--- config.mk ---
export PLATFORM = sky130hd
export DESIGN_NAME = hsa_free_scan
export DESIGN_NICKNAME = d
export VERILOG_FILES = /design/src/rtl/hsa_pkg.sv /design/src/rtl/hsa_free_scan.sv
export SDC_FILE = /design/constraint.sdc
export NUM_CORES = 1
export LEC_CHECK = 0
export BUFFER_PORTS_ARGS = -buffer_cell sky130_fd_sc_hd__buf_4
export CAP_MARGIN = 20
export CORE_ASPECT_RATIO = 0.7
export CORE_MARGIN = 1.5
export CORE_UTILIZATION = 40
export DETAILED_ROUTE_END_ITERATION = 10
export PLACE_DENSITY = 0.67
export SYNTH_ARGS = -nofsm -noshare
export SYNTH_HDL_FRONTEND = slang
export SYNTH_SLANG_ARGS = --single-unit
--- constraint.sdc ---
create_clock -name i_clk -period 4.4 [get_ports i_clk]
set_input_delay 0.88 -clock i_clk [delete_from_list [all_inputs] [get_ports i_clk]]
set_output_delay 0.88 -clock i_clk [all_outputs]
set_load 0.1 [all_outputs]
--- src/rtl/hsa_pkg.sv ---
// ----------------------------------------------------------------------------
// Handle slot allocator package
// Shared sizes, request codes and the scan unit's request and response types.
// ----------------------------------------------------------------------------
package hsa_pkg;

    localparam int SLOTS     = 256;
    localparam int SLOT_W    = $clog2(SLOTS);
    localparam int FF_W      = $clog2(SLOTS + 1);   // holds SLOTS as "none"
    localparam int HND_W     = 9;                   // handle_out field width
    localparam int HIN_W     = 16;                  // handle_in field width
    localparam int WORD_W    = 32;
    localparam int ACT_W     = 3;
    localparam int DATA_W    = 3 * WORD_W;          // description, param A, param B

    // Free slot search works on groups of used bits.
    localparam int GROUP     = 16;
    localparam int GROUP_W   = $clog2(GROUP);
    localparam int NGROUPS   = SLOTS / GROUP;
    localparam int NGRP_W    = $clog2(NGROUPS);

    localparam int S_TDATA_W = 112;                 // handle_in + three words
    localparam int M_FIELD_W = 1 + HND_W + DATA_W;
    localparam int M_TDATA_W = 112;
    localparam int M_PAD_W   = M_TDATA_W - M_FIELD_W;

    typedef enum logic [ACT_W-1:0] {
        ACT_CREATE = 3'd0,
        ACT_DELETE = 3'd1,
        ACT_EXIST  = 3'd2,
        ACT_SET    = 3'd3,
        ACT_GET    = 3'd4
    } t_action;

    typedef struct packed {
        logic              start;
        logic [SLOT_W-1:0] from;
    } t_scan_req;

    typedef struct packed {
        logic              done;
        logic              found;
        logic [SLOT_W-1:0] slot;
    } t_scan_rsp;

endpackage

--- src/rtl/hsa_free_scan.sv ---
// ----------------------------------------------------------------------------
// Free slot scan unit
// Two-stage circular search for the first free slot at or after a start slot.
// ----------------------------------------------------------------------------
module hsa_free_scan
    import hsa_pkg::*;
(
    input  logic             i_clk,
    input  logic             i_rst_n,
    input  t_scan_req        i_req,
    input  logic [SLOTS-1:0] i_used,
    output t_scan_rsp        o_rsp
);

    logic               r_s1_valid;
    logic [NGRP_W-1:0]  r_sel_grp;
    logic               r_use_mask;
    logic [GROUP_W-1:0] r_off;
    logic               r_any;
    logic               r_done;
    logic               r_found;
    logic [SLOT_W-1:0]  r_slot;

    logic [NGRP_W-1:0]  start_grp;
    logic [GROUP_W-1:0] start_off;
    logic [GROUP-1:0]   start_bits;
    logic [NGROUPS-1:0] grp_free;
    logic [NGRP_W-1:0]  n_sel_grp;
    logic               grp_hit;
    logic [NGRP_W-1:0]  probe;

    logic [GROUP-1:0]   s2_bits;
    logic [GROUP_W-1:0] s2_idx;
    logic               s2_hit;

    assign start_grp = i_req.from[SLOT_W-1:GROUP_W];
    assign start_off = i_req.from[GROUP_W-1:0];

    // Stage one: try the tail of the start group, otherwise pick the next
    // group (circularly) that still holds a free slot.
    always_comb begin
        for (int i = 0; i < GROUP; i++) begin
            start_bits[i] = !i_used[{start_grp, GROUP_W'(i)}] && (GROUP_W'(i) >= start_off);
        end
        for (int g = 0; g < NGROUPS; g++) begin
            grp_free[g] = !(&i_used[g*GROUP +: GROUP]);
        end
        n_sel_grp = start_grp;
        grp_hit   = 1'b0;
        probe     = '0;
        for (int j = 0; j < NGROUPS; j++) begin
            probe = start_grp + NGRP_W'(j + 1);
            if (!grp_hit && grp_free[probe]) begin
                grp_hit   = 1'b1;
                n_sel_grp = probe;
            end
        end
    end

    // Stage two: lowest free slot in the chosen group, at or above the start
    // offset when the hit came from the start group's tail.
    always_comb begin
        for (int i = 0; i < GROUP; i++) begin
            s2_bits[i] = !i_used[{r_sel_grp, GROUP_W'(i)}] &&
                         (!r_use_mask || (GROUP_W'(i) >= r_off));
        end
        s2_idx = '0;
        s2_hit = 1'b0;
        for (int i = GROUP - 1; i >= 0; i--) begin
            if (s2_bits[i]) begin
                s2_hit = 1'b1;
                s2_idx = GROUP_W'(i);
            end
        end
    end

    always_ff @(posedge i_clk) begin
        if (!i_rst_n) begin
            r_s1_valid <= 1'b0;
            r_done     <= 1'b0;
        end else begin
            r_s1_valid <= i_req.start;
            r_done     <= r_s1_valid;
        end
        if (i_req.start) begin
            r_use_mask <= |start_bits;
            r_off      <= start_off;
            r_sel_grp  <= (|start_bits) ? start_grp : n_sel_grp;
            r_any      <= (|start_bits) || grp_hit;
        end
        if (r_s1_valid) begin
            r_found <= r_any && s2_hit;
            r_slot  <= {r_sel_grp, s2_idx};
        end
    end

    assign o_rsp.done  = r_done;
    assign o_rsp.found = r_found;
    assign o_rsp.slot  = r_slot;

endmodule

==> flow_summary.yaml, run 1 <==
run_status:
  outcome: "finished, final reports clean"
timing:
  period_share: 0.976
  fin_skew_ps: 5.85
  slew_violations: 0
  rsz0062_at_grt: "no"
  max_slew_margin: 0.482
  setup_violations: 0
  hold_viol: 0
  max_freq_mhz: 233
  tightest_slew_ps: 777
  finalCriticalPeriod_ps: 4290
clock_network:
  cts_root_buf: "clkbuf_16"
  clock_latency_ps: 260
  clock_sinks: 21
  clockBufferDepth: 2
  cts_tree: "built"
  cts_max_level: 1
  cts_buffers: 3
  clk_pin_slew_worst_paths_ps: 60
finish:
  num-nets-final: 1418
  drive_gt1_frac: 0.529
  area_growth_pct: 38.7
  nFillCells: 1796
  finish.utilization: 0.573
critical_path:
  worstSetupEndpointType: "register"
  arrival_ps: 4280
  critical_path_required_ps: 4390
  cp_slowest_cell: "or4_4"
  crit_chain: "buf_4 -> nand4_1 -> or4_4 -> mux4_2 -> mux2_4 -> mux2i_4 -> and4bb_4 -> nand4_2 -> or2_1 -> or3_4 -> o2111ai_1 -> o311ai_1"
  cp_max_fo: 5
  start_kind: "input port"
  cpPeakStageDelay_ps: 620
  worstSetupPathType: "in -> reg"
power_and_ir_drop:
  p_leak_nw: 4.55
  total_power_mw: 1.73
  powerDensity_nw_per_um2: 151
  vdd_drop_max_v: 0.000114
floorplan:
  die_height_um: 123
  chipWidth_um: 175
  rows: 43
  io_pins: 277
  die_area_um2: 21600
  initial_core_util: 0.413
  core-area_um2: 20000
drt:
  drtPass1Iterations: 7
  num_vias: 10100
  wire_per_inst_um: 29.6
  drc: 0
  ant_nets: 0
  drt_first_iter_violations: 1654
  routed_wl_um: 41900
  via_per_inst: 7.15
yosys:
  synth_ff_type: "edfxtp_1"
  ys_ff_latch: 21
  synth.distinct_cells: 83
  yosysSeqAreaShare: 0.0738
  syn_inst: 793
  synth_warnings: 0
  syn_area_per_cell_um2: 10.4
  netlist_area_um2: 8270
  synthArstFlopShare: 0
  syn_nets: 1067
  synth-edff-count: 19
placed_design:
  routabilityCongestion: 1.06
  dpl.hpwl_um: 35600
  numPortBuffers: 276
grt:
  overflow: 0
  grt_pass1_wl_um: 61800
  grtUsageTotal: 0.389
  grt_pass1_vias: 9795
  antenna_found_initial: 3
  grt_max_degree: 62
flow_run:
  max-cap-violations: 0
hold_path:
  hold_path.class: "reg -> reg"
==> worst max-delay path, delay by kind of cell <==
kind | cells | cell delay [ps]
buffers and inverters | 1 | 100
muxes | 3 | 940
AOI/OAI and AO/OA | 2 | 280
and+or+nand+nor | 6 | 2080
==> layer usage <==
| layer | vias up | track usage | routed length (µm) |
|---|---|---|---|
| li1 | 4146 | - | - |
| met1 | 4828 | 0.533 | 15900 |
| met2 | 1013 | 0.570 | 17100 |
| met3 | 138 | 0.162 | 7590 |
| met4 | 2 | 0.0999 | 1350 |
| met5 | - | 0 | 16 |
==> synthesized netlist by cell type, types with 3 or more instances <==
library cell  count  share of area
a211o_1           6         0.0064
a211oi_1          5         0.0045
a21boi_0          7         0.0064
a21o_1            5         0.0045
a21oi_1          38          0.023
a221oi_1          4         0.0042
a22o_1            8         0.0085
a22oi_1          28          0.025
a31oi_1          10         0.0076
and2_1            6         0.0045
and3_1            6         0.0045
buf_1            13         0.0059
buf_2             5         0.0030
buf_4             6         0.0054
buf_6             4         0.0054
clkbuf_1         31          0.014
clkbuf_8          7          0.012
edfxtp_1         19          0.069
ha_1              7          0.011
inv_1            12         0.0054
mux2_2            3         0.0041
mux2i_1          21          0.025
mux4_1           14          0.044
mux4_2          155           0.42
nand2_1          71          0.032
nand3_1          18          0.011
nand4_1          65          0.049
nor2_1           53          0.024
nor2b_1           5         0.0038
nor3_1            6         0.0036
nor4_1           18          0.014
o211ai_1         10         0.0091
o21ai_0          19          0.011
o21bai_1          4         0.0036
o22ai_1          10         0.0076
o31ai_1           3         0.0027
or2_2             8         0.0060
or3_1             3         0.0023
or4_1             9         0.0082
or4_4             5         0.0068
xnor2_1           9         0.0095
xor2_1            7         0.0074
==> per-stage QoR <==
| stage | setup slack [ps] | TNS, ps | std cells | cell area, µm² | hold slack (ps) |
|---|---|---|---|---|---|
| 6_report | 106 | 0 | 1416 | 11500 | 638 |
| 5_1_grt | 18.4 | 0 | 1413 | 11500 | 665 |
| 4_1_cts | 6.07 | 0 | 1410 | 11400 | 639 |
| 3_5_place_dp | -299 | -1000 | 1405 | 11300 | 628 |
| 3_3_place_gp | -249 | -796 | 1405 | 11300 | 628 |
| 2_1_floorplan | -15.2 | -15.2 | 793 | 8280 | 424 |
==> cell families after synthesis <==
logic type | synth area share
compound gates | 0.152
simple gates | 0.194
flops | 0.0738
mux | 0.500
fa+ha+maj | 0.0106
xor+xnor | 0.0169
buf+inv | 0.0523
==> power by group <==
part           switching (mW)  internal [mW]
clock network          0.0766          0.124
logic                   0.642          0.621
registers              0.0277          0.236
total                   0.746          0.981
==> cells in the final DEF (no fill, tap or decap), types with 5 or more instances in the layout <==
cell type  netlist  routed
a21oi_1         38      38
ha_1             7       7
and2_1           6       6
mux4_1          14      14
a22oi_1         28      28
o22ai_1         10      10
nor2b_1          5       5
edfxtp_1        19      19
nor2_1          53      53
o21ai_0         19      19
or4_4            5       5
or4_1            9       9
xor2_1           7       7
buf_4            6     408
a211oi_1         5       5
a31oi_1         10      10
or2_2            8       8
nand2_1         71      71
o211ai_1        10      10
nor3_1           6       6
nand4_1         65      65
a22o_1           8       8
a21boi_0         7       7
a211o_1          6       6
a21o_1           5       5
mux4_2         155     155
mux2i_1         21      21
inv_1           12      12
nor4_1          18      18
and3_1           6       6
nand3_1         18      18
xnor2_1          9       9
==> layout make-up <==
cell class                      count  area, µm²  area share
Tap cell                          270        338      0.0294
Clock buffer                        4       78.8     0.00687
Inverter                           15       56.3     0.00491
Multi-Input combinational cell    691       7240       0.631
Sequential cell                    21        611      0.0532
Antenna cell                        3       7.51    0.000654
Timing Repair Buffer              412       3140       0.274
==> flip-flops by register name (all words and copies together), names as in the netlist <==
register and cells:
r_slot 8, r_off 4, r_done 1, r_sel_grp 4, r_found 1, r_any 1, r_s1_valid 1, r_use_mask 1
==> worst paths after layout <==
kind,start,to,slack (ps),cells after the start
setup / recovery,i_used[78],r_sel_grp[2],110,12
hold / removal,r_any,r_found,640,1
setup reg to reg,r_sel_grp[1],r_slot[0],980,11
hold reg to reg,r_any,r_found,640,1
==> what timing repair did <==
action / CTS / global route
resized for setup: 0 / 2
setup buffers: 1 / 3
hold buffers: 0 / 0
endpoints found under the setup margin: 2 / 4
pin swaps: 1 / 4
(Power assumes the default switching activity.)
==> run 2: changes to the inputs <==
--- a/config.mk
+++ b/config.mk
@@ -5,13 +5,14 @@
 export SDC_FILE = /design/constraint.sdc
 export NUM_CORES = 1
 export LEC_CHECK = 0
-export BUFFER_PORTS_ARGS = -buffer_cell sky130_fd_sc_hd__buf_4
 export CAP_MARGIN = 20
 export CORE_ASPECT_RATIO = 0.7
 export CORE_MARGIN = 1.5
 export CORE_UTILIZATION = 40
 export DETAILED_ROUTE_END_ITERATION = 10
-export PLACE_DENSITY = 0.67
+export DONT_BUFFER_PORTS = 1
+export PLACE_DENSITY = 0.55
+export SETUP_SLACK_MARGIN = 0.15
 export SYNTH_ARGS = -nofsm -noshare
 export SYNTH_HDL_FRONTEND = slang
 export SYNTH_SLANG_ARGS = --single-unit
==> flow_summary.yaml, run 2 (same netlist as run 1, synthesis figures left out) <==
run_status:
  outcome: "finished, final reports clean"
clock_network:
  cts_tree: "built"
  clock_latency_ps: 250
  clk_pin_slew_worst_paths_ps: 50
  cts_buffers: 3
  clockBufferDepth: 2
  hold_buffers: 0
  cts_max_level: 1
  cts_root_buf: "clkbuf_16"
  cts_setup_buffers: 0
  clock_sinks: 21
grt:
  grt_pass1_wl_um: 59000
  grt_max_degree: 91
  grt_pass1_vias: 8736
  grtUsageTotal: 0.379
  overflow: 0
  antenna_found_initial: 4
floorplan:
  core-area_um2: 20000
  chipWidth_um: 175
  io_pins: 277
  initial_core_util: 0.413
  die_area_um2: 21600
  rows: 43
  die_height_um: 123
finish:
  num-nets-final: 1092
  drive_gt1_frac: 0.350
  final_common_cell: "mux4_2"
  final_cell_mix: "155 x mux4_2, 84 x buf_4, 71 x nand2_1, 65 x nand4_1, 51 x nor2_1"
  reg_top3: "r_slot (8), r_off (4), r_sel_grp (4)"
  largest_reg_flops: 8
  nFillCells: 1897
  stdcell_area_um2: 9000
  area_growth_pct: 8.82
  largest_register: "r_slot"
timing:
  tightest_slew_ps: 939
  fin_skew_ps: 1.84
  whs_ps: 670
  rsz0062_at_grt: "yes"
  setup_tns_ps: 0
  setup_violations: 0
  period_share: 0.976
  hold_viol: 0
  max_slew_margin: 0.373
  max_freq_mhz: 233
  finalCriticalPeriod_ps: 4290
  slew_violations: 0
  fin_ws_ps: 106
power_and_ir_drop:
  total_power_mw: 1.36
  powerDensity_nw_per_um2: 151
  p_leak_nw: 2.96
  vdd_drop_max_v: 0.000115
drt:
  num_vias: 9011
  via_per_inst: 8.28
  ant_nets: 0
  wire_per_inst_um: 37.9
  drtPass1Iterations: 6
  drt_first_iter_violations: 1602
  drc: 0
  routed_wl_um: 41200
critical_path:
  cp_max_fo: 5
  worstSetupPathType: "in -> reg"
  arrival_ps: 4280
  worstSetupEndpointType: "register"
  critical_path_required_ps: 4390
  start_kind: "input port"
placed_design:
  routabilityCongestion: 1.03
  dpl.hpwl_um: 34200
  numPortBuffers: 0
  post-place-ws_ps: -133
  placedInstanceArea_um2: 8910
hold_path:
  hold_path.class: "reg -> reg"
flow_run:
  max-cap-violations: 0
[run 2: changes by cell type in the layout (fill, tap and decap cells not counted), sizes merged]
cell   delta
diode     -2
buf     -326
[run 2: per-stage QoR]
step                      utilization  std cells
final                           0.450       1088
after global routing            0.450       1087
after CTS                       0.449       1087
after detailed placement        0.445       1083
after global placement          0.445       1083
after floorplan                     -        793
[run 2: what timing repair did]
action	in CTS	in global routing
pin swaps	0	4
endpoints found under the setup margin	2	4
gates resized for setup	1	5
[run 2: final cells by class]
cell class              count  area [µm²]  share of cell area
multi-input cells         691        7250               0.805
repair buffers             86         671              0.0745
flip-flops and latches     21         611              0.0678
well taps                 270         338              0.0375
clock buffers               4        78.8             0.00876
inverters                  15        56.3             0.00625
diodes                      1        2.50            0.000278
[run 2: worst max-delay path: stages]
cell and delay, ps:
nand4_1 270, buf_4 250, or4_4 500, mux4_2 540
mux2_4 300, mux2i_4 150, and4bb_4 270, nand4_2 130
or2_4 290, or3_4 430, o2111ai_1 140, o311ai_1 140
[run 2: final timing paths]
kind / depth (start not counted) / startpoint / endpoint / slack (ps)
setup / recovery: 12 / i_used[97] / r_sel_grp[2] / 110
hold reg to reg: 0 / r_s1_valid / r_slot[6] / 670
hold / removal: 0 / r_s1_valid / r_slot[6] / 670
setup reg to reg: 11 / r_sel_grp[1] / r_slot[0] / 780
[run 2: power by group]
group | internal [mW] | switching [mW] | total, mW
Clock | 0.123 | 0.0661 | 0.189
Sequential | 0.237 | 0.0748 | 0.312
Combinational | 0.435 | 0.421 | 0.856
[run 2: layer usage]
| metal | GRT usage | up-vias | wire [µm] |
|---|---|---|---|
| met5 | 0 | - | 23 |
| met1 | 0.507 | 4443 | 15300 |
| li1 | - | 3480 | - |
| met3 | 0.171 | 123 | 7640 |
| met4 | 0.116 | 4 | 1470 |
| met2 | 0.550 | 961 | 16800 |
