===== config.mk =====
export PLATFORM = sky130hd
export DESIGN_NAME = hsa_ram
export DESIGN_NICKNAME = d
export VERILOG_FILES = /design/src/rtl/hsa_ram.sv
export SDC_FILE = /design/constraint.sdc
export NUM_CORES = 1
export LEC_CHECK = 0
export BUFFER_PORTS_ARGS = -buffer_cell sky130_fd_sc_hd__buf_4
export CAP_MARGIN = 20
export CORE_MARGIN = 1
export CORE_UTILIZATION = 28
export DETAILED_ROUTE_END_ITERATION = 8
export HOLD_SLACK_MARGIN = 0.1
export PLACE_DENSITY = 0.51
export SLEW_MARGIN = 20
export SYNTH_ARGS = -nofsm -noshare
export SYNTH_HDL_FRONTEND = slang
export SYNTH_SLANG_ARGS = --single-unit

===== constraint.sdc =====
create_clock -name i_clk -period 5.1 [get_ports i_clk]
set_input_delay 0.255 -clock i_clk [delete_from_list [all_inputs] [get_ports i_clk]]
set_output_delay 0.255 -clock i_clk [all_outputs]
set_load 0.005 [all_outputs]

===== src/rtl/hsa_ram.sv =====
// ----------------------------------------------------------------------------
// Generic single-port RAM
// One access per cycle, write or read; read data is registered and holds.
// ----------------------------------------------------------------------------
module hsa_ram #(
    parameter int WIDTH = 8,
    parameter int DEPTH = 16
) (
    input  logic                     i_clk,
    input  logic                     i_en,
    input  logic                     i_we,
    input  logic [$clog2(DEPTH)-1:0] i_addr,
    input  logic [WIDTH-1:0]         i_wdata,
    output logic [WIDTH-1:0]         o_rdata
);

    logic [WIDTH-1:0] r_mem [DEPTH];
    logic [WIDTH-1:0] r_rdata;

    always_ff @(posedge i_clk) begin
        if (i_en) begin
            if (i_we) begin
                r_mem[i_addr] <= i_wdata;
            end else begin
                r_rdata <= r_mem[i_addr];
            end
        end
    end

    assign o_rdata = r_rdata;

endmodule


==> results of run 1 <==
[per-stage QoR]
stage / setup WS [ns] / power, mW / area, um^2 / hold slack [ns]
6_report: 3.11 / 2.53 / 6190 / 0.168
5_1_grt: 2.97 / 2.60 / 6190 / 0.165
4_1_cts: 3.08 / 2.55 / 6190 / 0.161
3_5_place_dp: 2.64 / 1.38 / 5620 / 0.597
3_3_place_gp: 2.54 / 1.38 / 5610 / 0.596
2_1_floorplan: 3.12 / 1.33 / 5240 / 0.354
[area by class of cell]
type / instances / area [um^2]
multi-input cells: 85 / 1090
repair buffers: 22 / 165
clock buffers: 19 / 433
flip-flops and latches: 136 / 4080
well taps: 229 / 287
fillers: 1690 / 12000
clock inverters: 13 / 135
[final timing paths]
kind / cells past startpoint / to / slack [ns] / start
setup reg to reg: 3 / o_rdata[0] / 3.53 / r_mem[1][0]
hold / removal: 1 / r_mem[10][7] / 0.17 / i_wdata[7]
hold reg to reg: 3 / o_rdata[6] / 0.76 / r_mem[11][6]
setup / recovery: 3 / r_mem[1][2] / 3.11 / i_addr[0]
[sequential cells by signal, indices dropped and copies added (netlist names)]
| signal | count |
|---|---|
| o_rdata | 8 |
| r_mem | 128 |
[report_power, final]
part / total, mW / switching [mW] / internal, mW
Sequential: 1.25 / 0.00311 / 1.25
Clock: 1.17 / 0.418 / 0.754
Combinational: 0.105 / 0.0629 / 0.0417
[cells by family (layout without fill, tap and decap cells)]
group                  Yosys count  after routing  share of synthesized area [%]
flip-flops                     136            136                           78.0
AND/OR/NAND/NOR                 37             37                           3.32
multiplexers                    32             32                           14.9
AO/OA/AOI/OAI                   16             16                           2.29
buffers and inverters           13             54                           1.50
[synth_stat cells (all sizes together)]
cell,number,area share [%]
nand4,1,0.12
or3,1,0.12
clkbuf,5,0.36
edfxtp,136,78
nor2b,3,0.36
mux4,32,15
buf,8,1.1
nand2,10,0.72
and2,1,0.12
a22oi,16,2.3
nand2b,2,0.24
nand4b,2,0.33
nor2,13,0.93
nor3,4,0.38
[metal layers]
layer	track usage [%]	part of all wire, %	up-vias
met5	0	0	-
met2	19.0	51	50
li1	-	-	1056
met4	5.15	2.0	0
met3	4.25	4.0	16
met1	14.2	43	1238
==> results.cfg, run 1 <==
[timing]
period_share_pct = 39.1
maxSlewViolCount = 0
period_needed_ns = 1.99
fin_skew_ns = 0.00498
setup_viol = 0
tightest_slew_ns = 1.10
finalSetupTns_ns = 0
max_freq_mhz = 502
hold_viol = 0
rsz0062_at_grt = false
slew_headroom_pct = 25.9

[status]
status = finished, violations left
violations = DRC

[clock_network]
htreeDepth = 4
postCtsResizedCells = 0
clkTransAtPathRegs_ns = 0.06
clk_latency_ns = 0.41
clk_path_buf_depth = 2
holdBufCountCts = 0
cts_sinks = 136
post_cts_buffers = 0
clockRootBuffer = clkbuf_16
cts_tree = done
cts_buffers = 17

[drt]
ant_nets = 0
routed_wirelength_um = 10400
dr.pass1.iters = 6
wl_per_cell_um = 20.6
num_vias = 2360
vias_per_cell = 4.68
post-route-drc-count = 2
first_iter_violations = 143

[floorplanning]
initial_core_util_pct = 28.9
core_um2 = 18100
die_h_um = 139
num_io_pins = 23
die_w_um = 139
placementRows = 49
die_area_um2 = 19300

[place]
dp.cells = 472
gp_congestion = 0.753
io_buffers = 22
dp_hpwl_um = 6410

[setup_path]
critPathRequiredTime_ns = 5.13
critical_path.slowest_cell = nor3_1
arrival_ns = 2.02
crit_chain = buf_4 > nand4b_1 > nor3_1
critPathTopFamily = simple AND/OR/NAND/NOR gates
end_kind = flip-flop
cp_max_fo = 36
crit_buf_inv = 1
path_class = in -> reg
startpoint_type = input port
cp_slowest_stage_delay_ns = 0.92

[grt]
grt_max_degree = 37
grt_pass1_wl_um = 15500
grt_use_total_pct = 11.8
antenna_found_initial = 0
grt_pass1_vias = 2513
overflow = 0

[layout]
area_growth_pct = 18.3
finalNonFillerCells = 504
n_antenna_cell = 0
drive_above_1_share_pct = 23.6
final_common_cell = edfxtp_1
utilization_pct = 34.1
layout_common_cells = edfxtp_1 (136), buf_4 (22), clkbuf_16 (17)
final_nets = 277

[logic_synthesis]
synthesis.area_um2 = 5240
synth_warnings = 0
synth-seq-cells = 136
seq_area_frac_synth_pct = 78.0
avgSynthCellArea_um2 = 22.4
syn_nets = 249
ys_types = 18
synthCells = 234

[power]
leakagePower_nw = 1.99
peakVddDrop_mv = 0.218
power_density_nw_per_um2 = 408

[job]
max-cap-violations = 0

[worst_hold_path]
hp-class = in -> reg
Power figures use the tool's default switching activity.
==> run 2: changes to the inputs <==
==> constraint.sdc (replaced) <==
create_clock -name i_clk -period 2.05 [get_ports i_clk]
set_input_delay 0.1025 -clock i_clk [delete_from_list [all_inputs] [get_ports i_clk]]
set_output_delay 0.1025 -clock i_clk [all_outputs]
set_load 0.005 [all_outputs]
==> results.cfg, run 2 (synthesized netlist as in run 1, its figures left out) <==
[setup_path]
path_class = reg -> reg
critPathTopFamily = multiplexers
worst-r2r-setup-slack_ns = 0.52
critPathRequiredTime_ns = 2.21
cp_max_fo = 1
r2r_end = o_rdata[3]
r2r_start = r_mem[1][3]
startpoint_type = flip-flop
crit_chain = mux4_1 > a22oi_1 > nand2_1
crit_buf_inv = 0
arrival_ns = 1.69
end_kind = flip-flop
r2r_cells = 3
critical_path.slowest_cell = mux4_1
cp_slowest_stage_delay_ns = 0.50

[worst_hold_path]
hp-class = in -> reg
holdPathStages = 3
min_to = o_rdata[4]
worstHoldStart = i_we

[power]
peakVddDrop_mv = 0.439
p_sw_share_pct = 19.7
power_density_nw_per_um2 = 970
p_switching_mw = 1.22
p_comb_share_pct = 4.4
p_int_mw = 4.98
p_clk_share_pct = 45.4
leakagePower_nw = 2.12
seq_power_share_pct = 50.2

[clock_network]
cts_tree = done
cts_sinks = 136
clockRootBuffer = clkbuf_16
cts_buffers = 17
htreeDepth = 4
postCtsResizedCells = 0
clkTransAtPathRegs_ns = 0.05
clk_latency_ns = 0.41
clk_path_buf_depth = 2
post_cts_buffers = 0

[job]
max-cap-violations = 0

[floorplanning]
placementRows = 49
core_um2 = 18100
die_w_um = 139
die_h_um = 139
initial_core_util_pct = 28.9
die_area_um2 = 19300
num_io_pins = 23

[place]
gp_congestion = 0.654
dp.cells = 492
dp_hpwl_um = 6670
io_buffers = 22

[timing]
max_freq_mhz = 653
maxSlewViolCount = 0
setup_viol = 0
slew_headroom_pct = 60.9
hold_viol = 0
tightest_slew_ns = 0.585
fin_skew_ns = 0.00315
period_share_pct = 74.7
finalSetupTns_ns = 0
period_needed_ns = 1.53
rsz0062_at_grt = false

[grt]
grt_use_total_pct = 11.9
grt_max_degree = 37
overflow = 0
antenna_found_initial = 0
grt_pass1_wl_um = 16100
grt_pass1_vias = 2647

[drt]
top_layer = met4
post-route-drc-count = 4
routed_wirelength_um = 10500
ant_nets = 0
dr.pass1.iters = 6
wl_met1_um = 4840
met3_length_um = 404
num_vias = 2458
wl_per_cell_um = 19.8
vias_per_cell = 4.63
met2WireLength_um = 5070
first_iter_violations = 216

[layout]
final_common_cell = edfxtp_1
area_growth_pct = 22.1
finalNonFillerCells = 531
top_register = r_mem
largest_reg_flops = 128
final_nets = 305
n_antenna_cell = 0
drive_above_1_share_pct = 27.5
layout_common_cells = edfxtp_1 (136), buf_4 (41), clkbuf_16 (17)

[status]
violations = DRC
status = finished, violations left
## run 2: changes by cell type in the layout (fill, tap and decap cells not counted), sizes merged
cell / delta
dlygate4sd3: +8
buf: +20
clkinv: -1
clkinvlp: +1
bufinv: -1
## run 2: tightest hold or removal path, cell delays in order
cell and delay (ns):
buf_4 0.11, nor2b_1 0.06, buf_4 0.17
## run 2: worst max path at each step
stage / end / from / slack (ns) / depth (start not counted)
after global routing: o_rdata[3] / r_mem[1][3] / 0.44 / 3
after global placement: o_rdata[2] / i_addr[0] / 0.11 / 5
final: o_rdata[3] / r_mem[1][3] / 0.52 / 3
after floorplan: r_mem[0][0] / i_addr[0] / 0.23 / 4
after detailed placement: o_rdata[4] / i_addr[0] / 0.09 / 5
after CTS: o_rdata[4] / r_mem[2][4] / 0.51 / 3
## run 2: power by group through the flow
stage / clock network, mW / logic (mW) / registers, mW
after floorplan: 0 / 0.149 / 3.17
after global placement: 0 / 0.264 / 3.17
after detailed placement: 0 / 0.271 / 3.17
after CTS: 2.87 / 0.284 / 3.11
after global routing: 2.98 / 0.302 / 3.11
final: 2.81 / 0.275 / 3.11
## run 2: final cells by class
class / count / area [um^2]
repair buffers: 50 / 408
well taps: 229 / 287
clock buffers: 19 / 433
flip-flops and latches: 136 / 4080
multi-input cells: 85 / 1070
clock inverters: 12 / 110
fillers: 1687 / 11800
## run 2: metrics by stage
| step | instance area, um^2 | setup slack, ns | hold slack, ns | utilization (%) | total power [mW] |
|---|---|---|---|---|---|
| after floorplan | 5240 | 0.225 | 0.201 | - | 3.32 |
| after global routing | 6400 | 0.440 | 0.227 | 35.2 | 6.40 |
| final | 6400 | 0.518 | 0.218 | 35.2 | 6.20 |
| after global placement | 5770 | 0.112 | 0.403 | 31.8 | 3.43 |
| after detailed placement | 5770 | 0.0903 | 0.414 | 31.8 | 3.44 |
| after CTS | 6400 | 0.510 | 0.206 | 35.2 | 6.27 |
## run 2: metal layers
metal  GRT usage [%]  vias to the layer above
li1                -                     1114
met1            14.9                     1283
met2            19.1                       45
met3            3.38                       16
met4            5.38                        0
met5               0                        -
## run 2: timing repair
action | CTS | global route
endpoints found under the setup margin | 0 | 0
hold endpoints to repair | 128 | 0
hold buffers | 8 | 0
==> run 3: changes to the inputs <==
--- a/config.mk
+++ b/config.mk
@@ -5,13 +5,14 @@
 export SDC_FILE = /design/constraint.sdc
 export NUM_CORES = 1
 export LEC_CHECK = 0
+export ABC_AREA = 1
 export BUFFER_PORTS_ARGS = -buffer_cell sky130_fd_sc_hd__buf_4
 export CAP_MARGIN = 20
 export CORE_MARGIN = 1
 export CORE_UTILIZATION = 28
 export DETAILED_ROUTE_END_ITERATION = 8
 export HOLD_SLACK_MARGIN = 0.1
-export PLACE_DENSITY = 0.51
+export PLACE_DENSITY = 0.5
 export SLEW_MARGIN = 20
 export SYNTH_ARGS = -nofsm -noshare
 export SYNTH_HDL_FRONTEND = slang
==> constraint.sdc (replaced) <==
create_clock -name i_clk -period 1.5 [get_ports i_clk]
set_input_delay 0.075 -clock i_clk [delete_from_list [all_inputs] [get_ports i_clk]]
set_output_delay 0.075 -clock i_clk [all_outputs]
set_load 0.005 [all_outputs]
==> results.cfg, run 3 <==
[clock_network]
htreeDepth = 4
postCtsResizedCells = 0
cts_buffers = 17
clk_path_buf_depth = 2
post_cts_buffers = 0
clk_latency_ns = 0.41
holdBufCountCts = 8
clockRootBuffer = clkbuf_16
cts_sinks = 136
cts_tree = done
clkTransAtPathRegs_ns = 0.06

[floorplanning]
die_w_um = 145
die_area_um2 = 20900
initial_core_util_pct = 28.9
core_um2 = 19700
placementRows = 51
die_h_um = 145
num_io_pins = 23

[layout]
drive_above_1_share_pct = 13.4
n_antenna_cell = 0
finalNonFillerCells = 885
area_growth_pct = 23.0
final_common_cell = nand2_1
largest_reg_flops = 128
top_register = r_mem
design_area_um2 = 7000
final_nets = 622
layout_common_cells = nand2_1 (347), edfxtp_1 (136), buf_4 (46)
nFillCells = 1948

[place]
gp_congestion = 0.811
io_buffers = 22
dp_hpwl_um = 8680
dp.cells = 845
placed_cell_area_um2 = 6310

[logic_synthesis]
synth_edf_count = 136
synth_area_leader_cell = edfxtp_1
synthTopCellsByArea = edfxtp_1 (72%), nand2_1 (23%), inv_1 (1.4%), nor2_1 (1.3%), buf_2 (1.1%)
synth.most_common_cell = nand2_1
synthesis.area_um2 = 5690
avgSynthCellArea_um2 = 10.3
ys_types = 9
seq_area_frac_synth_pct = 71.8
netlist.area_leader.share_pct = 71.8
synthCells = 552
synth_warnings = 0
synth_flop_cell = edfxtp_1
synth_common_cells = nand2_1 (347), edfxtp_1 (136), inv_1 (21), nor2_1 (19), buf_2 (12)
synthArstFlopShare_pct = 0
syn_nets = 567
synth-seq-cells = 136

[drt]
ant_nets = 0
routed_wirelength_um = 13500
vias_per_cell = 4.23
post-route-drc-count = 0
num_vias = 3743
wl_per_cell_um = 15.3
first_iter_violations = 326
dr.pass1.iters = 4

[setup_path]
crit_chain = nand2_1 > nand2_1 > nand2_1 > nand2_1 > nand2_1 > nand2_1 > inv_1 > nand2_1
cp.depth = 8
path_class = reg -> reg
arrival_ns = 1.37
critPathTopFamily = simple AND/OR/NAND/NOR gates
cp_slowest_stage_delay_ns = 0.37
critPathRequiredTime_ns = 1.67
crit_buf_inv = 1
end_kind = flip-flop
critical_path.slowest_cell = edfxtp_1
r2r_cells = 8
crit_path_frequent_cell = nand2_1
startpoint_type = flip-flop
cp_max_fo = 1

[timing]
period_share_pct = 79.6
period_needed_ns = 1.19
setup_viol = 0
rsz0062_at_grt = false
fin_skew_ns = 0.00601
maxSlewViolCount = 0
max_freq_mhz = 837
slew_headroom_pct = 79.4
finalSetupTns_ns = 0
tightest_slew_ns = 0.309
hold_viol = 0

[grt]
grt_max_degree = 44
grt_use_total_pct = 14.3
overflow = 0
grt_pass1_vias = 3714
grt_pass1_wl_um = 21200
antenna_found_initial = 0

[power]
power_density_nw_per_um2 = 1300
peakVddDrop_mv = 0.850
leakagePower_nw = 2.96

[worst_hold_path]
holdPathStages = 3
hp-class = in -> reg

[status]
status = completed

[job]
max-cap-violations = 0
## run 3: changes by cell type after synthesis, moves of 9 or more
cell / previous run / this run
nand2_1: 10 / 347
a22oi_1: 16 / 0
mux4_2: 16 / 0
inv_1: 0 / 21
mux4_1: 16 / 0
buf_2: 3 / 12
## run 3: layout make-up
cell class | count | area (um^2) | area share [%]
multi-input cells | 370 | 1390 | 19.9
clock buffers | 17 | 425 | 6.08
inverters | 25 | 93.8 | 1.34
clock inverters | 15 | 184 | 2.63
flip-flops and latches | 136 | 4080 | 58.4
repair buffers | 57 | 485 | 6.94
well taps | 265 | 332 | 4.74
## run 3: report_power, final
group          internal, mW  switching [mW]
registers              4.24          0.0130
clock network          2.75            1.53
logic                 0.171           0.360
total                  7.17            1.90
## run 3: cells by family (layout without fill, tap and decap cells)
| logic type | Yosys count | in the layout | synth area share [%] |
|---|---|---|---|
| AND/OR/NAND/NOR | 370 | 370 | 24.5 |
| flip-flops | 136 | 136 | 71.8 |
| buffers and inverters | 46 | 114 | 3.76 |
## run 3: stage by stage
step	total power [mW]	util [%]	setup WS, ns	hold slack (ns)
3_3_place_gp	4.85	32.0	0.194	0.458
2_1_floorplan	4.61	-	0.121	0.174
3_5_place_dp	4.86	32.0	0.183	0.461
5_1_grt	9.36	35.5	0.188	0.127
4_1_cts	9.15	35.5	0.297	0.120
6_report	9.07	35.5	0.306	0.137
## run 3: final timing paths
path	startpoint	end	slack (ns)
worst max-delay path	r_mem[7][7]	o_rdata[7]	0.31
worst max register to register	r_mem[7][7]	o_rdata[7]	0.31
worst min register to register	r_mem[8][1]	o_rdata[1]	0.79
worst min-delay path	i_we	o_rdata[0]	0.14
## run 3: routing by layer
layer	part of all wire, %	routed length (um)	up-vias	global-route usage [%]
met4	0.85	115	0	4.65
met5	0	0	-	0
met3	4.7	634	10	3.51
li1	-	-	1884	-
met2	47	6400	82	23.0
met1	47	6400	1767	18.8
## run 3: worst min-delay path, stage by stage
cell    delay, ns
buf_4        0.08
nor2_1       0.04
buf_4        0.17
